**config.mk**
```make
export PLATFORM = sky130hd
export DESIGN_NAME = fixed_point_difference_equation_core
export DESIGN_NICKNAME = d
export VERILOG_FILES = /design/src/rtl/fpde_pkg.sv /design/src/rtl/fixed_point_difference_equation_core.sv
export SDC_FILE = /design/constraint.sdc
export NUM_CORES = 2
export LEC_CHECK = 0
export BUFFER_PORTS_ARGS = -buffer_cell sky130_fd_sc_hd__buf_2
export CAP_MARGIN = 25
export CORE_ASPECT_RATIO = 1.4
export CORE_UTILIZATION = 35
export CTS_CLUSTER_SIZE = 14
export DETAILED_ROUTE_END_ITERATION = 16
export PLACE_DENSITY_LB_ADDON = 0.05
export SLEW_MARGIN = 20
export SYNTH_ARGS = -nofsm -noshare
export SYNTH_HDL_FRONTEND = slang
export SYNTH_SLANG_ARGS = --single-unit
```
**constraint.sdc**
```tcl
create_clock -name clk -period 21.2 [get_ports clk]
set_clock_uncertainty 0.1 [all_clocks]
set_input_delay 1.06 -clock clk [delete_from_list [all_inputs] [get_ports clk]]
set_output_delay 1.06 -clock clk [all_outputs]
set_load 0.01 [all_outputs]
```
**src/rtl/fpde_pkg.sv**
```systemverilog
// ----------------------------------------------------------------------------
// fpde_pkg
// Shared types, register indexes and the control program of the
// difference equation core.
// ----------------------------------------------------------------------------
package fpde_pkg;

  localparam int TAPS_DEFAULT      = 3;
  localparam int FRAC_BITS_DEFAULT = 16;

  localparam int SAMPLE_W = 12;
  localparam int X_W      = 13;
  localparam int COEF_W   = 32;
  localparam int Y_W      = 32;
  localparam int ACC_W    = 64;
  localparam int CFG_IDX_W = 3;
  localparam int CFG_DATA_W = 32;
  localparam int STEP_W   = 3;

  // configuration register indexes
  localparam logic [CFG_IDX_W-1:0] REG_SETPOINT = 3'd0;
  localparam logic [CFG_IDX_W-1:0] REG_COEF_B0  = 3'd1;
  localparam logic [CFG_IDX_W-1:0] REG_COEF_B1  = 3'd2;
  localparam logic [CFG_IDX_W-1:0] REG_COEF_B2  = 3'd3;
  localparam logic [CFG_IDX_W-1:0] REG_COEF_A1  = 3'd4;
  localparam logic [CFG_IDX_W-1:0] REG_COEF_A2  = 3'd5;

  localparam logic signed [X_W-1:0] OPEN_LOOP = -13'sd1;

  typedef enum logic [2:0] {
    OPND_X0   = 3'd0,
    OPND_X1   = 3'd1,
    OPND_Y1   = 3'd2,
    OPND_X2   = 3'd3,
    OPND_Y2   = 3'd4,
    OPND_NONE = 3'd5
  } opnd_sel_t;

  typedef enum logic [1:0] {
    ACC_NONE = 2'd0,
    ACC_LOAD = 2'd1,
    ACC_ADD  = 2'd2,
    ACC_SUB  = 2'd3
  } acc_op_t;

  typedef struct packed {
    opnd_sel_t          opnd;      // multiplier operand for this step
    acc_op_t            op;        // how the product joins the accumulator
    logic               skip_lag2; // jump when the second lag is absent
    logic [STEP_W-1:0]  jump_to;
    logic               last;      // result step
  } ctrl_word_t;

  localparam logic [STEP_W-1:0] STEP_DRAIN = 3'd5;

  function automatic ctrl_word_t ucode(input logic [STEP_W-1:0] step);
    ctrl_word_t cw;
    cw = '{opnd: OPND_NONE, op: ACC_NONE, skip_lag2: 1'b0, jump_to: '0, last: 1'b0};
    case (step)
      3'd0: begin cw.opnd = OPND_X0; cw.op = ACC_LOAD; end
      3'd1: begin cw.opnd = OPND_X1; cw.op = ACC_ADD; end
      3'd2: begin
        cw.opnd = OPND_Y1; cw.op = ACC_SUB;
        cw.skip_lag2 = 1'b1; cw.jump_to = STEP_DRAIN;
      end
      3'd3: begin cw.opnd = OPND_X2; cw.op = ACC_ADD; end
      3'd4: begin cw.opnd = OPND_Y2; cw.op = ACC_SUB; end
      3'd5: begin cw.opnd = OPND_NONE; cw.op = ACC_NONE; end
      3'd6: begin cw.last = 1'b1; end
      default: begin cw.last = 1'b1; end
    endcase
    return cw;
  endfunction

endpackage

```
**src/rtl/fixed_point_difference_equation_core.sv**
```systemverilog
// ----------------------------------------------------------------------------
// fixed_point_difference_equation_core
// Second-order direct form I section with an optional setpoint error stage,
// run by a small control program over one shared 32x32 multiplier.
// ----------------------------------------------------------------------------
// items are processed one at a time: a new item is accepted only once the current
// one has finished, with one multiply-accumulate pass per tap through the
//   single registered multiplier
// the next item is accepted while the previous result waits in the output register
// reset (rst, synchronous): setpoint = -1, coefficients and histories zero
module fixed_point_difference_equation_core #(
  parameter int TAPS      = fpde_pkg::TAPS_DEFAULT,
  parameter int FRAC_BITS = fpde_pkg::FRAC_BITS_DEFAULT
) (
  input  logic        clk,
  input  logic        rst,
  input  logic        s_tvalid,
  output logic        s_tready,
  input  logic [15:0] s_tdata,   // [11:0] sample, [15:12] zero
  input  logic        s_tuser,   // [0] clear_history
  output logic        m_tvalid,
  input  logic        m_tready,
  output logic [31:0] m_tdata,   // [31:0] filter_out
  input  logic                              cfg_valid,
  output logic                              cfg_ready,
  input  logic [fpde_pkg::CFG_IDX_W-1:0]    cfg_index,
  input  logic [fpde_pkg::CFG_DATA_W-1:0]   cfg_data
);
  import fpde_pkg::*;

  localparam int  HIST_DEPTH = TAPS - 1;
  localparam bit  HAS_LAG2   = (TAPS > 2);

  typedef enum logic [1:0] {
    ST_IDLE = 2'b01,
    ST_RUN  = 2'b10
  } state_t;

  state_t state;
  logic [STEP_W-1:0] step;
  ctrl_word_t cw;

  logic signed [X_W-1:0]    setpoint;
  logic signed [COEF_W-1:0] coef_b0, coef_b1, coef_b2, coef_a1, coef_a2;

  logic signed [X_W-1:0] x0;
  logic signed [X_W-1:0] x_hist [HIST_DEPTH];
  logic signed [Y_W-1:0] y_hist [HIST_DEPTH];
  logic signed [X_W-1:0] x2_val;
  logic signed [Y_W-1:0] y2_val;

  logic signed [SAMPLE_W+1:0] err;
  logic signed [X_W-1:0]      x_in;
  logic signed [COEF_W-1:0]   mul_a, mul_b;
  logic signed [ACC_W-1:0]    prod;
  acc_op_t                    prod_op;
  logic signed [ACC_W-1:0]    acc;
  logic signed [ACC_W-1:0]    acc_sh;
  logic signed [Y_W-1:0]      y_new;
  logic                       in_take;
  logic                       finish;

  assign cfg_ready = 1'b1;
  assign s_tready  = (state == ST_IDLE);
  assign in_take   = s_tvalid && s_tready;
  assign cw        = ucode(step);
  assign finish    = (state == ST_RUN) && cw.last && (!m_tvalid || m_tready);

  // lag-two taps exist only when the history is deep enough
  generate
    if (HAS_LAG2) begin : g_lag2
      assign x2_val = x_hist[1];
      assign y2_val = y_hist[1];
    end else begin : g_nolag2
      assign x2_val = '0;
      assign y2_val = '0;
    end
  endgenerate

  // filter input: sample in open loop, else saturated setpoint error
  always_comb begin
    err = {setpoint[X_W-1], setpoint} - $signed({2'b00, s_tdata[SAMPLE_W-1:0]});
    if (setpoint == OPEN_LOOP) begin
      x_in = $signed({1'b0, s_tdata[SAMPLE_W-1:0]});
    end else if (err < -14'sd4096) begin
      x_in = -13'sd4096;
    end else if (err > 14'sd4095) begin
      x_in = 13'sd4095;
    end else begin
      x_in = err[X_W-1:0];
    end
  end

  always_comb begin
    case (cw.opnd)
      OPND_X0: begin mul_a = COEF_W'(x0);        mul_b = coef_b0; end
      OPND_X1: begin mul_a = COEF_W'(x_hist[0]); mul_b = coef_b1; end
      OPND_Y1: begin mul_a = y_hist[0];          mul_b = coef_a1; end
      OPND_X2: begin mul_a = COEF_W'(x2_val);    mul_b = coef_b2; end
      OPND_Y2: begin mul_a = y2_val;             mul_b = coef_a2; end
      default: begin mul_a = '0;                 mul_b = '0;      end
    endcase
  end

  always_comb begin
    acc_sh = acc >>> FRAC_BITS;
    if (!(&acc_sh[ACC_W-1:Y_W-1]) && (|acc_sh[ACC_W-1:Y_W-1])) begin
      y_new = acc_sh[ACC_W-1] ? {1'b1, {(Y_W-1){1'b0}}} : {1'b0, {(Y_W-1){1'b1}}};
    end else begin
      y_new = acc_sh[Y_W-1:0];
    end
  end

  // configuration registers
  always_ff @(posedge clk) begin
    if (rst) begin
      setpoint <= OPEN_LOOP;
      coef_b0  <= '0;
      coef_b1  <= '0;
      coef_b2  <= '0;
      coef_a1  <= '0;
      coef_a2  <= '0;
    end else if (cfg_valid && cfg_ready) begin
      case (cfg_index)
        REG_SETPOINT: setpoint <= cfg_data[X_W-1:0];
        REG_COEF_B0:  coef_b0  <= cfg_data;
        REG_COEF_B1:  coef_b1  <= cfg_data;
        REG_COEF_B2:  coef_b2  <= cfg_data;
        REG_COEF_A1:  coef_a1  <= cfg_data;
        REG_COEF_A2:  coef_a2  <= cfg_data;
        default: ;
      endcase
    end
  end

  // sequencer
  always_ff @(posedge clk) begin
    if (rst) begin
      state   <= ST_IDLE;
      step    <= '0;
      prod_op <= ACC_NONE;
    end else begin
      case (state)
        ST_IDLE: begin
          prod_op <= ACC_NONE;
          if (in_take) begin
            state <= ST_RUN;
            step  <= '0;
          end
        end
        ST_RUN: begin
          prod_op <= cw.op;
          if (cw.last) begin
            if (finish) begin
              state <= ST_IDLE;
            end
          end else if (cw.skip_lag2 && !HAS_LAG2) begin
            step <= cw.jump_to;
          end else begin
            step <= step + 1'b1;
          end
        end
        default: begin
          state <= ST_IDLE;
        end
      endcase
    end
  end

  // multiplier then accumulator
  always_ff @(posedge clk) begin
    prod <= mul_a * mul_b;
    case (prod_op)
      ACC_LOAD: acc <= prod;
      ACC_ADD:  acc <= acc + prod;
      ACC_SUB:  acc <= acc - prod;
      default:  acc <= acc;
    endcase
    if (in_take) begin
      x0 <= x_in;
    end
  end

  // histories shift by one lag per item
  always_ff @(posedge clk) begin
    if (rst || (in_take && s_tuser)) begin
      for (int i = 0; i < HIST_DEPTH; i++) begin
        x_hist[i] <= '0;
        y_hist[i] <= '0;
      end
    end else if (finish) begin
      x_hist[0] <= x0;
      y_hist[0] <= y_new;
      for (int i = 1; i < HIST_DEPTH; i++) begin
        x_hist[i] <= x_hist[i-1];
        y_hist[i] <= y_hist[i-1];
      end
    end
  end

  // output register
  always_ff @(posedge clk) begin
    if (rst) begin
      m_tvalid <= 1'b0;
    end else if (finish) begin
      m_tvalid <= 1'b1;
    end else if (m_tready) begin
      m_tvalid <= 1'b0;
    end
  end

  always_ff @(posedge clk) begin
    if (finish) begin
      m_tdata <= y_new;
    end
  end

endmodule
```
# After elaboration in Yosys (flattened, before gate mapping)
# Memory sizes are Yosys's and may differ from the RTL's.
# Cells that the tools add are included.
# op_classes
mux	29
shift	0
multipliers	1
eq_ne	24
n_div	0
addsub	4
n_reduce_logical	26
order_cmp	2
bitwise	4
# ops
op	count
$pmux W32 S5	2
$pmux W64 S3	1
$mux W32	4
$add A64 B64 Y64	1
$mul A32 B32 Y64	1
$sub A64 B64 Y64	1
$mux W13	4
$pmux W5 S5	1
$eq A3 B2 Y1 const B	6
$reduce_and A17 Y1	1
$reduce_or A17 Y1	1
$eq A3 B3 Y1 const B	5
$gt A14 B13 Y1 const B	1
$lt A14 B13 Y1 const B	1
$sub A13 B13 Y14	1
$eq A13 B1 Y1 const B	1
$mux W12	1
$reduce_and A2 Y1	6
$eq A3 B1 Y1 const B	3
$logic_not A3 Y1	3
$mux W1	8
$pmux W2 S2	2
$eq A2 B2 Y1 const B	3
$mux W2	3
other kinds (14)	29
# word_totals
latch_bits	0
out_inout_bits	35
inputBits	57
register_bits	354
memories	2
rom_bits	0
ramBits	90
# memory_table
name	words	width	read_ports	rd_clocked_by_memory_dff	wr	line_no	text
y_hist	2	32	2	0	2	fixed_point_difference_equation_core.sv:48	logic signed [Y_W-1:0] y_hist [HIST_DEPTH];
x_hist	2	13	2	0	2	fixed_point_difference_equation_core.sv:47	logic signed [X_W-1:0] x_hist [HIST_DEPTH];

# Depth between registers and ports, before layout
# logic_depth
ltp_word	9
ltp_mapped	40
depth_no_buf	37

# Least setup slack after synthesis
# No wires, ideal clock.
# synth_timing
kind	flip-flop to flip-flop
from	register step[2]
to	register prod[62]
stages_incl_launch_ff	39
arrival_ns	9.583
setup_ns	0.079
n_path_buf	4
path_slack_ns	11.438
period_less_slack_ns	9.762
path_cell_list	dfxtp_1 -> clkbuf_1 -> inv_1 -> ha_1 -> a21oi_1 -> o22ai_1 -> nand2_1 -> o21ai_0 -> nand2_1 -> nand2_1 -> clkbuf_1 -> a221o_1 -> clkbuf_1 -> nand2_1 -> inv_1 -> fa_1 -> inv_1 -> fa_1 -> [3 not listed] -> inv_1 -> fa_1 -> inv_1 -> fa_1 -> fa_1 -> fa_1 -> ha_1 -> clkbuf_1 -> a21o_1 -> a21o_1 -> a21oi_1 -> a211o_1 -> and2_1 -> a211oi_1 -> o211ai_1 -> a21o_1 -> a211o_1 -> o211ai_1
# synth_via
elab_chain_cells	5
# synth_rtl
item	line_no	text
start: declaration	fixed_point_difference_equation_core.sv:40	logic [STEP_W-1:0] step;
start signal: assignment	fixed_point_difference_equation_core.sv:158	step <= cw.jump_to;
start signal: assignment	fixed_point_difference_equation_core.sv:160	step <= step + 1'b1;
$eq A3 B3 Y1, or another cell as far along	fpde_pkg.sv:59	case (step)
$pmux W5 S5 *	fpde_pkg.sv:59	
$eq A3 B3 Y1, or another cell as far along	fixed_point_difference_equation_core.sv:95	case (cw.opnd)
$pmux W32 S5	fixed_point_difference_equation_core.sv:95	
$mul A32 B32 Y64 *	fixed_point_difference_equation_core.sv:172	prod <= mul_a * mul_b;
end signal: assignment	fixed_point_difference_equation_core.sv:172	
end: declaration	fixed_point_difference_equation_core.sv:55	logic signed [ACC_W-1:0] prod;
# Mark *: on every way between the ends. The rest lies on a longest branch, timed or not.
# A chain may end at the register's enable or synchronous reset.

# Worst setup path in the final report
# layout_timing
from	register step[1]
to	register prod[62]
# The elaborated chain is that of the path after synthesis.

==> load_flow_metrics.sql <==
INSERT INTO impl_metrics (metric_group, metric, value, unit) VALUES
('run_status', 'result_of_the_run', 'complete, no violations', ''),
('min_path', 'hold_path.class', 'flop to flop', ''),
('cells_and_area', 'final_std_cells_w_o_fill', '8588', ''),
('clock_tree', 'post_cts_buffers', '0', ''),
('timing', 'relSlewSlack', '24.6', '%'),
('drt', 'drcViolationCount', '0', ''),
('worst_setup_path', 'cp_slowest_stage_delay', '0.91', 'ns'),
('logic_synthesis', 'synthesis.nets', '7880', ''),
('drt', 'drt_first_pass_iters', '7', ''),
('global_route', 'antenna_found_initial', '7', ''),
('timing', 'fmax', '81.8', 'MHz'),
('place', 'detailedPlacementHpwl', '167000', 'um'),
('logic_synthesis', 'synth_seq_cells', '444', ''),
('drt', 'route.antenna.remaining_nets', '0', ''),
('cells_and_area', 'post_route_cells_drive_above_1_share', '6.99', '%'),
('clock_tree', 'clock_insertion_delay_worst_skew', '0.64', 'ns'),
('clock_tree', 'cts.htree.levels', '2', ''),
('clock_tree', 'clock_sink_count', '444', ''),
('timing', 'fin_crit', '12.22', 'ns'),
('drt', 'routed_wire_length_per_instance', '26.0', 'um'),
('logic_synthesis', 'post_synth_xor_area_fraction', '2.95', '%'),
('logic_synthesis', 'mean_syn_cell_area', '9.04', 'um^2'),
('worst_setup_path', 'critical_path_peak_fanout', '45', ''),
('logic_synthesis', 'syn_inst', '6472', ''),
('worst_setup_path', 'critPathCaptureType', 'flop', ''),
('timing', 'timing.final.crit_share', '57.6', '%'),
('logic_synthesis', 'largest_family_of_logic_cells_by_synthesized_area', 'adder cells', ''),
('floorplanning', 'die_height', '486', 'um'),
('logic_synthesis', 'post_synth_fa_ha_maj_area_fraction', '42.8', '%'),
('timing', 'setup_viol', '0', ''),
('timing', 'worst_pin_slew', '1.13', 'ns'),
('timing', 'rsz0062_at_grt', 'no', ''),
('clock_tree', 'cts-root-to-sink-buffers', '3', ''),
('worst_setup_path', 'timing_worst_setup_path_type', 'flop to flop', ''),
('clock_tree', 'cts_buffers', '46', ''),
('logic_synthesis', 'post_synth_instance_area', '58500', 'um^2'),
('logic_synthesis', 'synth_cell_type_count', '90', ''),
('power', 'p_leak', '29.5', 'nW'),
('clock_tree', 'clock_tree_root', 'sky130_fd_sc_hd__clkbuf_16', ''),
('drt', 'routed-via-count', '45344', ''),
('power', 'irDropWorstVdd', '0.0641', 'mV'),
('logic_synthesis', 'synth_edf_count', '199', ''),
('logic_synthesis', 'post_synthesis_compound_gate_area_fraction', '10.2', '%'),
('clock_tree', 'path_clk_slew', '0.07', 'ns'),
('drt', 'viasPerCell', '5.28', ''),
('worst_setup_path', 'critical_path_arrival', '12.67', 'ns'),
('cells_and_area', 'nNetsFinal', '7799', ''),
('drt', 'drt-initial-drc-count', '2884', ''),
('floorplanning', 'start_util', '35.2', '%'),
('floorplanning', 'pin_count', '92', ''),
('worst_setup_path', 'critPathLaunchType', 'flop', ''),
('clock_tree', 'cts-hold-fix-buffers', '0', ''),
('floorplanning', 'std_cell_rows', '177', ''),
('place', 'io_buffer_count', '86', ''),
('logic_synthesis', 'synth-async-reset-ratio', '0', '%'),
('worst_setup_path', 'crit_family', 'adder cells', ''),
('power', 'power_density_over_cell_area', '63.7', 'nW/um^2'),
('worst_setup_path', 'crit_path_top_delay_cell', 'sky130_fd_sc_hd__fa_1', ''),
('floorplanning', 'placeableCoreArea', '166000', 'um^2'),
('worst_setup_path', 'timing.critical_path.required', '21.65', 'ns'),
('global_route', 'global_route_wire_length_before_repair', '332000', 'um'),
('global_route', 'groute.usage.overall', '27.0', '%'),
('logic_synthesis', 'synth_flop_cell', 'sky130_fd_sc_hd__dfxtp_1', ''),
('place', 'placedCellCount', '8490', ''),
('global_route', 'via_count_of_the_first_global_routing_pass', '48536', ''),
('timing', 'hold_violations', '0', ''),
('logic_synthesis', 'post_synth_mux_area_share', '0.975', '%'),
('global_route', 'globalRoute.totalOverflow', '0', ''),
('place', 'place_congestion', '0.874', ''),
('timing', 'totalNegativeSetupSlack', '0', 'ns'),
('cells_and_area', 'fillers', '17136', '');
cells in the final DEF (no fill, tap or decap), types with 48 or more instances in the layout:
cell	n
sky130_fd_sc_hd__a21o_1	100
sky130_fd_sc_hd__a21oi_1	329
sky130_fd_sc_hd__and2_1	67
sky130_fd_sc_hd__and3_1	84
sky130_fd_sc_hd__buf_2	85
sky130_fd_sc_hd__buf_4	130
sky130_fd_sc_hd__clkbuf_16	49
sky130_fd_sc_hd__dfxtp_1	244
sky130_fd_sc_hd__edfxtp_1	199
sky130_fd_sc_hd__fa_1	1084
sky130_fd_sc_hd__ha_1	267
sky130_fd_sc_hd__inv_1	1122
sky130_fd_sc_hd__mux2_2	48
sky130_fd_sc_hd__nand2_1	1080
sky130_fd_sc_hd__nand3_1	55
sky130_fd_sc_hd__nor2_1	603
sky130_fd_sc_hd__o21ai_0	96
sky130_fd_sc_hd__xnor2_1	122
sky130_fd_sc_hd__xor2_1	73
through the flow:
step	setup slack, ns	util (%)	power, mW	cell area [um^2]	hold WS, ns
6_report	8.98	38.2	4.05	63500	0.354
5_1_grt	8.32	38.2	4.31	63500	0.369
4_1_cts	8.96	38.2	4.09	63500	0.356
3_5_place_dp	9.02	37.2	3.15	61800	0.346
3_3_place_gp	9.10	37.2	3.16	61800	0.341
2_1_floorplan	11.44	-	2.37	58500	0.336
area by class of cell:
type / instances / area (um^2) / area share [%]
Timing Repair Buffer: 218 / 1470 / 2.31
Antenna cell: 13 / 32.5 / 0.0512
Clock buffer: 59 / 1300 / 2.05
Multi-Input combinational cell: 4558 / 42600 / 67.1
Clock inverter: 25 / 335 / 0.528
Sequential cell: 444 / 10900 / 17.1
Tap cell: 2148 / 2690 / 4.23
Inverter: 1123 / 4220 / 6.64
final timing paths:
path	startpoint	to	slack (ns)	cells past startpoint
setup / recovery	step[1]	prod[62]	8.98	37
hold / removal	coef_b0[11]	coef_b0[11]	0.35	2
setup reg to reg	step[1]	prod[62]	8.98	37
hold reg to reg	coef_b0[11]	coef_b0[11]	0.35	2
cells by family after synthesis:
group	Yosys count
mux	51
buf+inv	1470
simple gates	2081
flops	444
compound gates	878
fa+ha+maj	1351
other cells	1
xor+xnor	196
report_power, final:
group | switching (mW) | internal, mW | total [mW] | leakage (nW)
Sequential | 0.111 | 0.984 | 1.09 | 3.95
Combinational | 1.34 | 0.711 | 2.05 | 24.7
Clock | 0.393 | 0.513 | 0.906 | 0.800
Yosys cell counts, types with 13 or more instances:
cell / count / share of area (%)
sky130_fd_sc_hd__nand4_1: 24 / 0.26
sky130_fd_sc_hd__a221oi_2: 15 / 0.38
sky130_fd_sc_hd__a31oi_1: 20 / 0.21
sky130_fd_sc_hd__nand2b_1: 17 / 0.18
sky130_fd_sc_hd__o21a_1: 20 / 0.26
sky130_fd_sc_hd__a211o_1: 13 / 0.19
sky130_fd_sc_hd__clkbuf_1: 308 / 2.0
sky130_fd_sc_hd__a221oi_1: 40 / 0.60
sky130_fd_sc_hd__nand2_1: 1081 / 6.9
sky130_fd_sc_hd__edfxtp_1: 199 / 10
sky130_fd_sc_hd__a21oi_1: 332 / 2.8
sky130_fd_sc_hd__o21ai_0: 97 / 0.83
sky130_fd_sc_hd__and3_1: 86 / 0.92
sky130_fd_sc_hd__buf_2: 16 / 0.14
sky130_fd_sc_hd__ha_1: 267 / 5.7
sky130_fd_sc_hd__a21o_1: 100 / 1.3
sky130_fd_sc_hd__nor2_1: 607 / 3.9
sky130_fd_sc_hd__dfxtp_1: 245 / 8.4
sky130_fd_sc_hd__a22oi_1: 35 / 0.45
sky130_fd_sc_hd__inv_1: 1122 / 7.2
sky130_fd_sc_hd__nor3_1: 40 / 0.34
sky130_fd_sc_hd__nor2b_1: 22 / 0.24
sky130_fd_sc_hd__nand3_1: 57 / 0.49
sky130_fd_sc_hd__nor4_1: 16 / 0.17
sky130_fd_sc_hd__a211oi_1: 16 / 0.21
sky130_fd_sc_hd__o21bai_1: 26 / 0.33
sky130_fd_sc_hd__o211ai_1: 13 / 0.17
sky130_fd_sc_hd__and2_1: 68 / 0.73
sky130_fd_sc_hd__nand3b_1: 13 / 0.17
sky130_fd_sc_hd__buf_1: 22 / 0.14
sky130_fd_sc_hd__a221o_1: 52 / 0.89
sky130_fd_sc_hd__xor2_1: 73 / 1.1
sky130_fd_sc_hd__mux2_2: 48 / 0.92
sky130_fd_sc_hd__xnor2_1: 122 / 1.8
sky130_fd_sc_hd__fa_1: 1084 / 37
sky130_fd_sc_hd__o31ai_1: 21 / 0.27
routing by layer:
layer  global-route usage (%)  vias up  routed length (um)
met1                     33.6    23763               90000
met4                     9.94        2                9350
met5                        0        -                  20
li1                         -    20114                   -
met2                     48.1     1169              114000
met3                     2.43      296               10200
worst min-delay path, stage by stage, from the launching register on:
cell                      delay, ns
sky130_fd_sc_hd__dfxtp_1       0.31
sky130_fd_sc_hd__nand2_1       0.05
sky130_fd_sc_hd__a21oi_1       0.05
sequential cells by signal (all words and copies together) (netlist names), 26 cells and up:
register and count:
acc 64, prod 64, y_hist 64, coef_a1 32, coef_a2 32, coef_b0 32, coef_b1 32, coef_b2 32
m_tdata 32, x_hist 26
Power figures use the tool's default switching activity.
